===== config.mk =====
export PLATFORM = sky130hd
export DESIGN_NAME = otp_lock_controller
export DESIGN_NICKNAME = d
export VERILOG_FILES = /design/src/sv/olc_pkg.sv /design/src/sv/otp_lock_controller.sv /design/src/sv/olc_cfg_regs.sv /design/src/sv/olc_codegen.sv /design/src/sv/olc_core.sv
export SDC_FILE = /design/constraint.sdc
export NUM_CORES = 2
export LEC_CHECK = 0
export BUFFER_PORTS_ARGS = -buffer_cell sky130_fd_sc_hd__buf_2
export CAP_MARGIN = 20
export CELL_PAD_IN_SITES_DETAIL_PLACEMENT = 0
export CELL_PAD_IN_SITES_GLOBAL_PLACEMENT = 2
export CORE_AREA = 2 2 327 329
export DETAILED_ROUTE_END_ITERATION = 7
export DIE_AREA = 0 0 329 331
export MAX_ROUTING_LAYER = met4
export PLACE_DENSITY = 0.59
export SYNTH_ARGS = -nofsm -noshare
export SYNTH_HDL_FRONTEND = slang
export SYNTH_HIERARCHICAL = 1
export SYNTH_SLANG_ARGS = --single-unit

===== constraint.sdc =====
create_clock -name clk_i -period 8.2 [get_ports clk_i]
set_input_delay 1.23 -clock clk_i [delete_from_list [all_inputs] [get_ports clk_i]]
set_output_delay 1.23 -clock clk_i [all_outputs]
set_load 0.005 [all_outputs]

===== src/sv/olc_pkg.sv =====
// Types, constants and codes of the one-time-code lock controller.
package olc_pkg;

  localparam int MODE_W   = 2;
  localparam int SAMPLE_W = 32;
  localparam int POT_W    = 12;
  localparam int SPAN_W   = 7;
  localparam int CODE_W   = 14;
  localparam int SECS_W   = 8;
  localparam int TRIES_W  = 3;
  localparam int SEED_W   = 31;
  localparam int STATUS_W = 4;

  localparam int POT_FULL_SCALE = 4095;

  localparam logic [SEED_W-1:0] LCG_MUL = 31'd1103515245;
  localparam logic [SEED_W-1:0] LCG_INC = 31'd12345;

  localparam int CODE_MOD  = 9000;
  localparam int CODE_BASE = 1000;
  localparam int SECS_MAX  = 255;

  // Reciprocals scaled by 2^32; the quotient estimate is at most one low.
  localparam int RECIP_SH = 32;
  localparam longint unsigned RECIP_ONE  = 64'd1 << RECIP_SH;
  localparam longint unsigned SEED_RECIP = RECIP_ONE / CODE_MOD;
  localparam longint unsigned POT_RECIP  = RECIP_ONE / POT_FULL_SCALE;

  localparam int PV_W = POT_W + SPAN_W;
  localparam int QS_W = $clog2(((64'd1 << SEED_W) - 64'd1) / CODE_MOD + 64'd1);
  localparam int QP_W = $clog2(((2 ** POT_W - 1) * (2 ** SPAN_W - 1)) / POT_FULL_SCALE + 1);
  localparam int RS_W = $clog2(2 * CODE_MOD);
  localparam int RP_W = $clog2(2 * POT_FULL_SCALE);
  localparam int VSUM_W = QP_W + SECS_W + 1;

  typedef enum logic [MODE_W-1:0] {
    MODE_REQUEST = 2'd0,
    MODE_TICK    = 2'd1,
    MODE_ENTRY   = 2'd2
  } mode_e;

  typedef enum logic [STATUS_W-1:0] {
    ST_NOTHING   = 4'd0,
    ST_ISSUED    = 4'd1,
    ST_REISSUED  = 4'd2,
    ST_VALID     = 4'd3,
    ST_RETRY     = 4'd4,
    ST_LOCKED    = 4'd5,
    ST_EXPIRED   = 4'd6,
    ST_UNLOCKED  = 4'd7,
    ST_REFUSED   = 4'd8
  } status_e;

  typedef enum logic [1:0] {
    CFG_MAX_WRONG       = 2'd0,
    CFG_LOCKOUT_SECONDS = 2'd1,
    CFG_BASE_VALIDITY   = 2'd2,
    CFG_VALIDITY_SPAN   = 2'd3
  } cfg_idx_e;

  typedef struct packed {
    logic [MODE_W-1:0]   mode;
    logic [SAMPLE_W-1:0] seed_sample;
    logic [POT_W-1:0]    pot_value;
    logic [CODE_W-1:0]   entered_code;
  } in_item_t;

  typedef struct packed {
    logic [STATUS_W-1:0] status;
    logic [CODE_W-1:0]   code_value;
    logic [SECS_W-1:0]   seconds_left;
    logic [TRIES_W-1:0]  tries_left;
    logic                green_on;
    logic                red_on;
    logic                buzzer_on;
  } out_item_t;

  typedef struct packed {
    logic [TRIES_W-1:0] max_wrong;
    logic [SECS_W-1:0]  lockout_seconds;
    logic [SECS_W-1:0]  base_validity;
    logic [SPAN_W-1:0]  validity_span;
  } cfg_t;

  typedef struct packed {
    logic              start;
    logic              ack;
    logic [SEED_W-1:0] seed;
    logic [POT_W-1:0]  pot;
  } cg_req_t;

  typedef struct packed {
    logic busy;
    logic done;
  } cg_stat_t;

  typedef struct packed {
    logic [SEED_W-1:0] seed;
    logic [CODE_W-1:0] code;
    logic [SECS_W-1:0] validity;
  } cg_res_t;

endpackage


===== src/sv/otp_lock_controller.sv =====
// Top level of the one-time-code lock controller.
//
// Input channel in_*: one beat carries mode, seed sample, pot reading and
// entered code; it is taken when in_valid_i is high and in_stall_o is low.
// Output channel out_*: one result beat per input beat, in order, held in an
// output register until out_stall_i is low.
// Ticks, entries and requests that need no new code go from the input register
// to the result register; a new beat is taken every cycle unless out_stall_i
// holds the result register. A request that issues a new code waits for the
// generator, which runs an LCG multiply, a reciprocal multiply and a remainder
// step in that order, each registered, and the input stalls meanwhile.
// While the output register is stalled, one further beat is held in the
// input register; after that in_stall_o rises.
// Configuration: cfg_we_i writes cfg_wdata_i to register cfg_idx_i at once;
// write only while no beat is in flight.
// Reset (rst_ni low) clears all lock state, empties both registers and
// restores the default configuration.
module otp_lock_controller import olc_pkg::*; (
  input  logic      clk_i,
  input  logic      rst_ni,
  input  logic      in_valid_i,
  output logic      in_stall_o,
  input  in_item_t  in_data_i,
  output logic      out_valid_o,
  input  logic      out_stall_i,
  output out_item_t out_data_o,
  input  logic      cfg_we_i,
  input  logic [1:0] cfg_idx_i,
  input  logic [7:0] cfg_wdata_i
);

  cfg_t     cfg;
  cg_req_t  cg_req;
  cg_stat_t cg_stat;
  cg_res_t  cg_res;

  olc_cfg_regs u_cfg (
    .clk_i       (clk_i),
    .rst_ni      (rst_ni),
    .cfg_we_i    (cfg_we_i),
    .cfg_idx_i   (cfg_idx_i),
    .cfg_wdata_i (cfg_wdata_i),
    .cfg_o       (cfg)
  );

  olc_codegen u_codegen (
    .clk_i  (clk_i),
    .rst_ni (rst_ni),
    .req_i  (cg_req),
    .cfg_i  (cfg),
    .stat_o (cg_stat),
    .res_o  (cg_res)
  );

  olc_core u_core (
    .clk_i       (clk_i),
    .rst_ni      (rst_ni),
    .in_valid_i  (in_valid_i),
    .in_stall_o  (in_stall_o),
    .in_data_i   (in_data_i),
    .out_valid_o (out_valid_o),
    .out_stall_i (out_stall_i),
    .out_data_o  (out_data_o),
    .cfg_i       (cfg),
    .cg_req_o    (cg_req),
    .cg_stat_i   (cg_stat),
    .cg_res_i    (cg_res)
  );

endmodule


===== src/sv/olc_cfg_regs.sv =====
// Configuration registers of the lock controller.
module olc_cfg_regs import olc_pkg::*; (
  input  logic        clk_i,
  input  logic        rst_ni,
  input  logic        cfg_we_i,
  input  logic [1:0]  cfg_idx_i,
  input  logic [7:0]  cfg_wdata_i,
  output cfg_t        cfg_o
);

  cfg_t cfg_q;

  always_ff @(posedge clk_i or negedge rst_ni) begin
    if (!rst_ni) begin
      cfg_q.max_wrong       <= 3'd3;
      cfg_q.lockout_seconds <= 8'd5;
      cfg_q.base_validity   <= 8'd60;
      cfg_q.validity_span   <= 7'd50;
    end else if (cfg_we_i) begin
      case (cfg_idx_i)
        CFG_MAX_WRONG:       cfg_q.max_wrong       <= cfg_wdata_i[TRIES_W-1:0];
        CFG_LOCKOUT_SECONDS: cfg_q.lockout_seconds <= cfg_wdata_i[SECS_W-1:0];
        CFG_BASE_VALIDITY:   cfg_q.base_validity   <= cfg_wdata_i[SECS_W-1:0];
        CFG_VALIDITY_SPAN:   cfg_q.validity_span   <= cfg_wdata_i[SPAN_W-1:0];
        default: ;
      endcase
    end
  end

  assign cfg_o = cfg_q;

endmodule


===== src/sv/olc_codegen.sv =====
// Code and validity generator: LCG step, modulo 9000 and scaled validity.
module olc_codegen import olc_pkg::*; (
  input  logic     clk_i,
  input  logic     rst_ni,
  input  cg_req_t  req_i,
  input  cfg_t     cfg_i,
  output cg_stat_t stat_o,
  output cg_res_t  res_o
);

  typedef enum logic [1:0] {
    CG_IDLE,
    CG_RECIP,
    CG_REM,
    CG_DONE
  } cg_state_e;

  cg_state_e state_q;

  logic [SEED_W-1:0] lcg_q;
  logic [PV_W-1:0]   pv_q;
  logic [QS_W-1:0]   qs_q;
  logic [QP_W-1:0]   qp_q;
  logic [RS_W-1:0]   rs_q;
  logic [RP_W-1:0]   rp_q;

  logic [SEED_W-1:0]      lcg_d;
  logic [PV_W-1:0]        pv_d;
  logic [SEED_W+31:0]     qs_prod;
  logic [PV_W+31:0]       qp_prod;
  logic [SEED_W-1:0]      rs_full;
  logic [PV_W-1:0]        rp_full;
  logic [RS_W-1:0]        rs_fix;
  logic [QP_W:0]          valp;
  logic [VSUM_W-1:0]      vsum;

  assign lcg_d   = req_i.seed * LCG_MUL + LCG_INC;
  assign pv_d    = PV_W'(req_i.pot) * PV_W'(cfg_i.validity_span);
  assign qs_prod = (SEED_W+32)'(lcg_q) * (SEED_W+32)'(SEED_RECIP);
  assign qp_prod = (PV_W+32)'(pv_q) * (PV_W+32)'(POT_RECIP);
  assign rs_full = lcg_q - SEED_W'(qs_q) * SEED_W'(CODE_MOD);
  assign rp_full = pv_q - PV_W'(qp_q) * PV_W'(POT_FULL_SCALE);

  always_ff @(posedge clk_i or negedge rst_ni) begin
    if (!rst_ni) begin
      state_q <= CG_IDLE;
    end else begin
      case (state_q)
        CG_IDLE:  if (req_i.start) state_q <= CG_RECIP;
        CG_RECIP: state_q <= CG_REM;
        CG_REM:   state_q <= CG_DONE;
        CG_DONE:  if (req_i.ack) state_q <= CG_IDLE;
        default:  state_q <= CG_IDLE;
      endcase
    end
  end

  always_ff @(posedge clk_i) begin
    if (state_q == CG_IDLE && req_i.start) begin
      lcg_q <= lcg_d;
      pv_q  <= pv_d;
    end
    if (state_q == CG_RECIP) begin
      qs_q <= qs_prod[RECIP_SH +: QS_W];
      qp_q <= qp_prod[RECIP_SH +: QP_W];
    end
    if (state_q == CG_REM) begin
      rs_q <= rs_full[RS_W-1:0];
      rp_q <= rp_full[RP_W-1:0];
    end
  end

  always_comb begin
    rs_fix = (rs_q >= RS_W'(CODE_MOD)) ? rs_q - RS_W'(CODE_MOD) : rs_q;
    valp   = (QP_W+1)'(qp_q) + (QP_W+1)'(rp_q >= RP_W'(POT_FULL_SCALE));
    vsum   = VSUM_W'(cfg_i.base_validity) + VSUM_W'(valp);
    res_o.seed     = lcg_q;
    res_o.code     = CODE_W'(rs_fix) + CODE_W'(CODE_BASE);
    res_o.validity = (vsum > VSUM_W'(SECS_MAX)) ? SECS_W'(SECS_MAX) : vsum[SECS_W-1:0];
  end

  assign stat_o.busy = (state_q == CG_RECIP) || (state_q == CG_REM);
  assign stat_o.done = (state_q == CG_DONE);

endmodule


===== src/sv/olc_core.sv =====
// Input register, lock state update and result register.
module olc_core import olc_pkg::*; (
  input  logic      clk_i,
  input  logic      rst_ni,
  input  logic      in_valid_i,
  output logic      in_stall_o,
  input  in_item_t  in_data_i,
  output logic      out_valid_o,
  input  logic      out_stall_i,
  output out_item_t out_data_o,
  input  cfg_t      cfg_i,
  output cg_req_t   cg_req_o,
  input  cg_stat_t  cg_stat_i,
  input  cg_res_t   cg_res_i
);

  logic      in_vld_q;
  in_item_t  in_q;
  logic      out_vld_q;
  out_item_t out_q;

  logic [SEED_W-1:0]  seed_q,     seed_d;
  logic               loaded_q,   loaded_d;
  logic [CODE_W-1:0]  active_q,   active_d;
  logic               live_q,     live_d;
  logic [SECS_W-1:0]  valid_q,    valid_d;
  logic [TRIES_W-1:0] wrong_q,    wrong_d;
  logic               locked_q,   locked_d;
  logic [SECS_W-1:0]  lock_q,     lock_d;
  logic               green_q,    green_d;
  logic               red_q,      red_d;
  logic               buzz_q,     buzz_d;

  logic               slot_free;
  logic               needs_gen;
  logic               fin;
  logic [TRIES_W-1:0] wrong_inc;
  out_item_t          res;

  assign slot_free = !out_vld_q || !out_stall_i;
  assign needs_gen = in_vld_q && (in_q.mode == MODE_REQUEST) && !locked_q && !live_q;
  assign fin       = in_vld_q && (!needs_gen || cg_stat_i.done) && slot_free;
  assign in_stall_o = in_vld_q && !fin;

  assign cg_req_o.start = needs_gen && !cg_stat_i.busy && !cg_stat_i.done;
  assign cg_req_o.ack   = fin && needs_gen;
  assign cg_req_o.seed  = loaded_q ? seed_q : in_q.seed_sample[SEED_W-1:0];
  assign cg_req_o.pot   = in_q.pot_value;

  assign wrong_inc = wrong_q + TRIES_W'(1);

  always_comb begin
    seed_d   = seed_q;
    loaded_d = loaded_q;
    active_d = active_q;
    live_d   = live_q;
    valid_d  = valid_q;
    wrong_d  = wrong_q;
    locked_d = locked_q;
    lock_d   = lock_q;
    green_d  = green_q;
    red_d    = red_q;
    buzz_d   = buzz_q;
    res      = '0;
    res.status = ST_NOTHING;
    case (in_q.mode)
      MODE_REQUEST: begin
        if (locked_q) begin
          res.status = ST_REFUSED;
        end else if (live_q) begin
          res.status     = ST_REISSUED;
          res.code_value = active_q;
        end else begin
          seed_d         = cg_res_i.seed;
          loaded_d       = 1'b1;
          active_d       = cg_res_i.code;
          live_d         = 1'b1;
          valid_d        = cg_res_i.validity;
          res.status     = ST_ISSUED;
          res.code_value = cg_res_i.code;
        end
      end
      MODE_TICK: begin
        if (locked_q) begin
          if (lock_q != '0) begin
            lock_d = lock_q - SECS_W'(1);
          end else begin
            locked_d   = 1'b0;
            wrong_d    = '0;
            red_d      = 1'b0;
            buzz_d     = 1'b0;
            res.status = ST_UNLOCKED;
          end
        end else if (live_q) begin
          if (valid_q != '0) begin
            valid_d = valid_q - SECS_W'(1);
          end else begin
            live_d     = 1'b0;
            active_d   = '0;
            res.status = ST_EXPIRED;
          end
        end
      end
      MODE_ENTRY: begin
        if (live_q) begin
          if (in_q.entered_code == active_q) begin
            green_d    = 1'b1;
            red_d      = 1'b0;
            buzz_d     = 1'b0;
            live_d     = 1'b0;
            wrong_d    = '0;
            res.status = ST_VALID;
          end else begin
            red_d   = 1'b1;
            green_d = 1'b0;
            if (wrong_inc < cfg_i.max_wrong) begin
              wrong_d    = wrong_inc;
              res.status = ST_RETRY;
            end else begin
              locked_d   = 1'b1;
              lock_d     = cfg_i.lockout_seconds;
              buzz_d     = 1'b1;
              live_d     = 1'b0;
              wrong_d    = '0;
              res.status = ST_LOCKED;
            end
          end
        end
      end
      default: ;
    endcase
    res.seconds_left = locked_d ? lock_d : (live_d ? valid_d : '0);
    res.tries_left   = (locked_d || wrong_d >= cfg_i.max_wrong) ? '0
                                                                : cfg_i.max_wrong - wrong_d;
    res.green_on  = green_d;
    res.red_on    = red_d;
    res.buzzer_on = buzz_d;
  end

  always_ff @(posedge clk_i or negedge rst_ni) begin
    if (!rst_ni) begin
      in_vld_q  <= 1'b0;
      out_vld_q <= 1'b0;
      seed_q    <= '0;
      loaded_q  <= 1'b0;
      active_q  <= '0;
      live_q    <= 1'b0;
      valid_q   <= '0;
      wrong_q   <= '0;
      locked_q  <= 1'b0;
      lock_q    <= '0;
      green_q   <= 1'b0;
      red_q     <= 1'b0;
      buzz_q    <= 1'b0;
    end else begin
      if (in_valid_i && !in_stall_o) begin
        in_vld_q <= 1'b1;
      end else if (fin) begin
        in_vld_q <= 1'b0;
      end
      if (fin) begin
        out_vld_q <= 1'b1;
      end else if (!out_stall_i) begin
        out_vld_q <= 1'b0;
      end
      if (fin) begin
        seed_q   <= seed_d;
        loaded_q <= loaded_d;
        active_q <= active_d;
        live_q   <= live_d;
        valid_q  <= valid_d;
        wrong_q  <= wrong_d;
        locked_q <= locked_d;
        lock_q   <= lock_d;
        green_q  <= green_d;
        red_q    <= red_d;
        buzz_q   <= buzz_d;
      end
    end
  end

  always_ff @(posedge clk_i) begin
    if (in_valid_i && !in_stall_o) begin
      in_q <= in_data_i;
    end
    if (fin) begin
      out_q <= res;
    end
  end

  assign out_valid_o = out_vld_q;
  assign out_data_o  = out_q;

endmodule


Word-level counts from Yosys, hierarchy flattened
Cells that the tools add are included.
Widths: inputs -> output; s select.
Cells by class
  add/subtract/negate cells: 11
  multiply operators: 6
  divide/modulo/power cells: 0
  $lt $le $gt $ge: 5
  equal/unequal tests: 17
  shift-type cells: 0
  multiplexer cells: 74
  bitwise operators: 3
  reduce and logical (&&, ||, !) cells: 39
Operators by type and width (count)
  $mux 8: 13
  $mux 14: 6
  $mul 31x18->49 const B: 1
  $pmux 8 s2: 2
  $add 31x14->31 const B: 1
  $mul 19x13->31 const B: 1
  $mul 31x31->31 const B: 1
  $mux 31: 1
  $mux 1: 29
  $pmux 14 s2: 1
  $mux 3: 8
  $mul 12x7->19: 1
  $mul 18x11->12 const B: 1
  $gt 16x8->1 const B: 1
  $mux 16: 1
  $mux 4: 4
  $reduce_bool 8->1: 2
  $sub 8x1->8 const B: 2
  $ge 15x14->1 const B: 1
  $sub 15x15->15: 1
  $add 14x10->14 const B: 1
  $eq 14x14->1: 1
  $sub 14x14->14 const B: 1
  $ge 13x12->1 const B: 1
  other kinds (28): 73
Storage, ports and cells
  bits in registers: 294
  bits in latches: 0
  memory bits (writable): 0
  bits in read-only memories: 0
  input bits: 75
  output and inout bits: 34
  logic and storage cells: 190
  memories: 0

Depth between registers and ports, before layout
  depth in word-level cells: 13
  gate-level depth with buffers: 30
  mapped depth without buffers: 28

By module
Netlist, hierarchy kept.
Modules (own cells, without submodules)
  olc_codegen: times used 1, cells each 2249, area an instance 22871.9 um^2, sequential area each 2962.8 um^2
  olc_core: times used 1, cells each 594, area an instance 7612.3 um^2, sequential area each 4534.3 um^2
  olc_cfg_regs: times used 1, cells each 56, area an instance 1002.2 um^2, sequential area each 664.4 um^2

Worst setup path before layout
OpenSTA, ideal clock, no wires.
  kind: reg-to-reg
  from: reg u_core.loaded_q
  to: reg u_codegen.lcg_q[23] (data pin)
  setup time: 0.258 ns
  arrival: 6.809 ns
  required time: 7.942 ns
  path slack: 1.132 ns
  stages on the path, launching flop included: 26
  buffers on the path: 2
  period minus slack after synthesis: 7.068 ns
  path through: dfrtp_1 clkbuf_1 buf_1 mux2_2 ha_1 fa_1 inv_1 fa_1 fa_1 inv_1 ha_1 inv_1 fa_1 inv_1 fa_1 inv_1 fa_1 inv_1 ha_1 o41ai_2 nor2_1 o31a_1 o41ai_4 o21bai_1 a21oi_1 xnor2_1
RTL lines
  start: declaration: RTL line olc_core.sv:23  | logic loaded_q, loaded_d;
  start signal: assignment: RTL line olc_core.sv:168  | loaded_q <= loaded_d;
  end signal: assignment: RTL line olc_codegen.sv:60  | lcg_q <= lcg_d;
  end: declaration: RTL line olc_codegen.sv:20  | logic [SEED_W-1:0] lcg_q;

==> metrics.txt <==
Reg clk slew, reported paths=0.06 ns; Detail Placement HPWL=65.9 mm; min Tclk post-route=7.64 ns; Netlist cell types=86; fin crit share=0.931; All-Layer GR Usage=0.156; largest net degree at the start of global routing=66; sequential area share after synthesis=0.259; Worst Path Max Fanout=14; Seq cells post-synth=288; initial core utilization=0.300; Async SR Flop Fraction=0.347; Final Util=0.334; Initial DRC Count=750; Mapped Cells=2899; Worst Hold Class=register to register; Post-synth EDFFs=188; total wire length=79.6 mm; RSZ-0062 raised after global routing=no; DRC errors left=0; TritonRoute pass-1 iters=5; vias after detailed routing=20.0k; nets@finish=3923; final setup vio count=0; H-tree Lvls=2; gpl congestion=0.835; mapped cell area=31500 um2; Synth Flop Type=edfxtp_1; drt wl/cell=17.9 um; Tightest Pin Transition=0.889 ns; core area=105000 um2; Die X=329 um; DR vias/cell=4.50; first-pass GRT wire length=127 mm; Die ar.=109000 um2; Slew Limit Fails=0; max-cap violations=0; Fin. Hold Viols=0; nature of the critical path startpoint=register; CTS max path bufs=3; Overflow after GRT=0; Critical Path RT=8.56 ns; Die Y=331 um; Setup Fix Bufs, Post-CTS=0; FMAX=131 MHz; CTS Sinks=288; PortBufs=107; worst clock skew=0.0177 ns; post-route antenna net violation count=0; initial antenna violation count=3; Fin Setup TNS=0 ns; syn avg cell area=10.9 um2; Cell Rows=119; share of cells above drive strength 1=0.107; Yosys warning total=6; CP Capture Type=register; CTS tree=built; worst-skew pair later-pin latency=0.61 ns; Area Overhead vs Synth=11.4%; WS Path Type=register to register; total CTS buffers=42; Slew headroom=0.402; syn_nets=3810; pre-CTS setup slack=0.497 ns; hold buffers post-CTS=0; vias in the first global route=22.1k; final setup margin=0.564 ns; outcome=completed; Post-CTS Resized=0; Arr. time, crit path=7.99 ns; Ports=109; CTS root buffer=clkbuf_16
## synthesized netlist by cell type (5+ instances only)
master | instances | share of area
dfstp_2 | 11 | 0.0092
o21ai_0 | 59 | 0.0094
buf_2 | 5 | 0.00079
xnor2_1 | 127 | 0.035
and2_1 | 43 | 0.0085
dfrtp_1 | 89 | 0.071
nand2_1 | 138 | 0.016
xor2_1 | 50 | 0.014
o22ai_1 | 6 | 0.0012
nor2b_1 | 23 | 0.0046
inv_1 | 678 | 0.081
a22o_1 | 32 | 0.0089
nand3_1 | 23 | 0.0037
a211oi_1 | 13 | 0.0031
nand2b_1 | 20 | 0.0040
buf_4 | 19 | 0.0045
o21a_1 | 7 | 0.0017
clkbuf_1 | 32 | 0.0038
nor3_1 | 26 | 0.0041
o211ai_1 | 10 | 0.0024
mux2i_1 | 7 | 0.0022
a222oi_1 | 6 | 0.0019
nor2_1 | 88 | 0.010
o31ai_1 | 8 | 0.0019
nand4_1 | 10 | 0.0020
edfxtp_1 | 188 | 0.18
a21oi_1 | 73 | 0.012
nor4_1 | 9 | 0.0018
a31oi_1 | 7 | 0.0014
o21ai_1 | 19 | 0.0030
ha_1 | 447 | 0.18
a21o_1 | 26 | 0.0062
and3_1 | 5 | 0.00099
o21bai_1 | 14 | 0.0033
a221o_1 | 5 | 0.0016
mux2_2 | 93 | 0.033
fa_1 | 389 | 0.25
## critical path, stage by stage (launching register included)
cell and delay, ns:
dfrtp_1 0.54, buf_4 0.32, mux2_2 0.53, ha_1 0.43
fa_1 0.45, fa_1 0.54, inv_1 0.05, fa_1 0.51
fa_1 0.51, inv_1 0.04, ha_1 0.30, fa_1 0.53
inv_1 0.05, fa_1 0.52, inv_1 0.04, ha_1 0.32
and3_1 0.17, nand2_1 0.08, o221ai_1 0.16, nor3_1 0.16
o21ai_1 0.09, o211a_2 0.19, a211oi_1 0.42, o31ai_1 0.15
a21oi_1 0.19, xnor2_1 0.08
## through the flow
stage | instance area (um2) | hold WS (ns) | std cells
6_report | 35100 | 0.502 | 4440
5_1_grt | 35100 | 0.516 | 4436
4_1_cts | 35000 | 0.504 | 4434
3_5_place_dp | 33600 | 0.491 | 4357
3_3_place_gp | 33600 | 0.483 | 4357
2_1_floorplan | 31500 | 0.467 | 2899
## placed cells by master, fill, tap and decap left out, types with 11 or more instances in the layout
cell,instances
inv_1,678
ha_1,447
fa_1,389
edfxtp_1,188
nand2_1,138
xnor2_1,127
buf_2,106
mux2_2,93
dfrtp_1,89
nor2_1,88
a21oi_1,73
o21ai_0,59
xor2_1,50
clkbuf_16,42
and2_1,42
a22o_1,32
a21o_1,26
nor3_1,25
nand3_1,23
buf_4,22
nor2b_1,22
nand2b_1,20
o21ai_1,19
o21bai_1,14
a211oi_1,13
dfstp_2,11
## cell type report
type	instances	area (um2)
fillers	10700	69900
multi-input cells	1871	20500
flip-flops and latches	288	8160
inverters	679	2550
well taps	1391	1740
clock buffers	57	1180
repair buffers	130	743
clock inverters	20	221
diodes	4	10.0
## layer usage
metal / vias to the layer above / part of all wire / GRT usage
li1: 9665 / - / -
met1: 9981 / 0.47 / 0.204
met2: 255 / 0.49 / 0.263
met3: 73 / 0.024 / 0.0135
met4: 0 / 0.018 / 0.0363
met5: - / 0 / -
## path summary, 6_finish.rpt
check	slack [ns]	cells past startpoint	end	from
max in group asynchronous	6.50	3	u_core/seed_q[5]$_DFFE_PN0P_	rst_ni
setup reg to reg	0.56	25	u_codegen/lcg_q[30]$_DFFE_PP_	u_core/loaded_q$_DFFE_PN0P_
setup / recovery	0.56	25	u_codegen/lcg_q[30]$_DFFE_PP_	u_core/loaded_q$_DFFE_PN0P_
min in group asynchronous	0.59	1	u_cfg/cfg_o[8]$_DFFE_PN0P_	rst_ni
hold reg to reg	0.50	1	u_core/seed_q[2]$_DFFE_PN0P_	u_core/seed_q[2]$_DFFE_PN0P_
hold / removal	0.50	1	u_core/seed_q[2]$_DFFE_PN0P_	u_core/seed_q[2]$_DFFE_PN0P_
## cell families (layout without fill, tap and decap cells)
logic type                 count (synthesis)  count (layout)  share of synthesized area
AOI/OAI and AO/OA                        343             343                     0.0755
DFF                                      288             288                      0.259
xor gates and xnor gates                 177             177                     0.0492
and+or+nand+nor                          413             413                     0.0640
adders and majority gates                838             838                      0.426
muxes                                    100             100                     0.0355
buffers and inverters                    740             886                     0.0909
other                                      0               4                          0
## registers in the layout (all words and copies together) (netlist names), 8 cells and up
signal and cells:
u_core/cg_req_o 12, u_cfg/cfg_o 26, u_codegen/rp_q 13, u_codegen/pv_q 19, u_core/out_data_o 32, u_codegen/qs_q 12
u_core/active_q 14, u_core/in_q 47, u_codegen/rs_q 15, u_core/seed_q 31, u_codegen/lcg_q 31, u_core/lock_q 8
u_core/valid_q 8
Power is left out: the tool's default activity adds up to more than one toggle a clock period on the data nets, which glitch-free logic cannot reach.
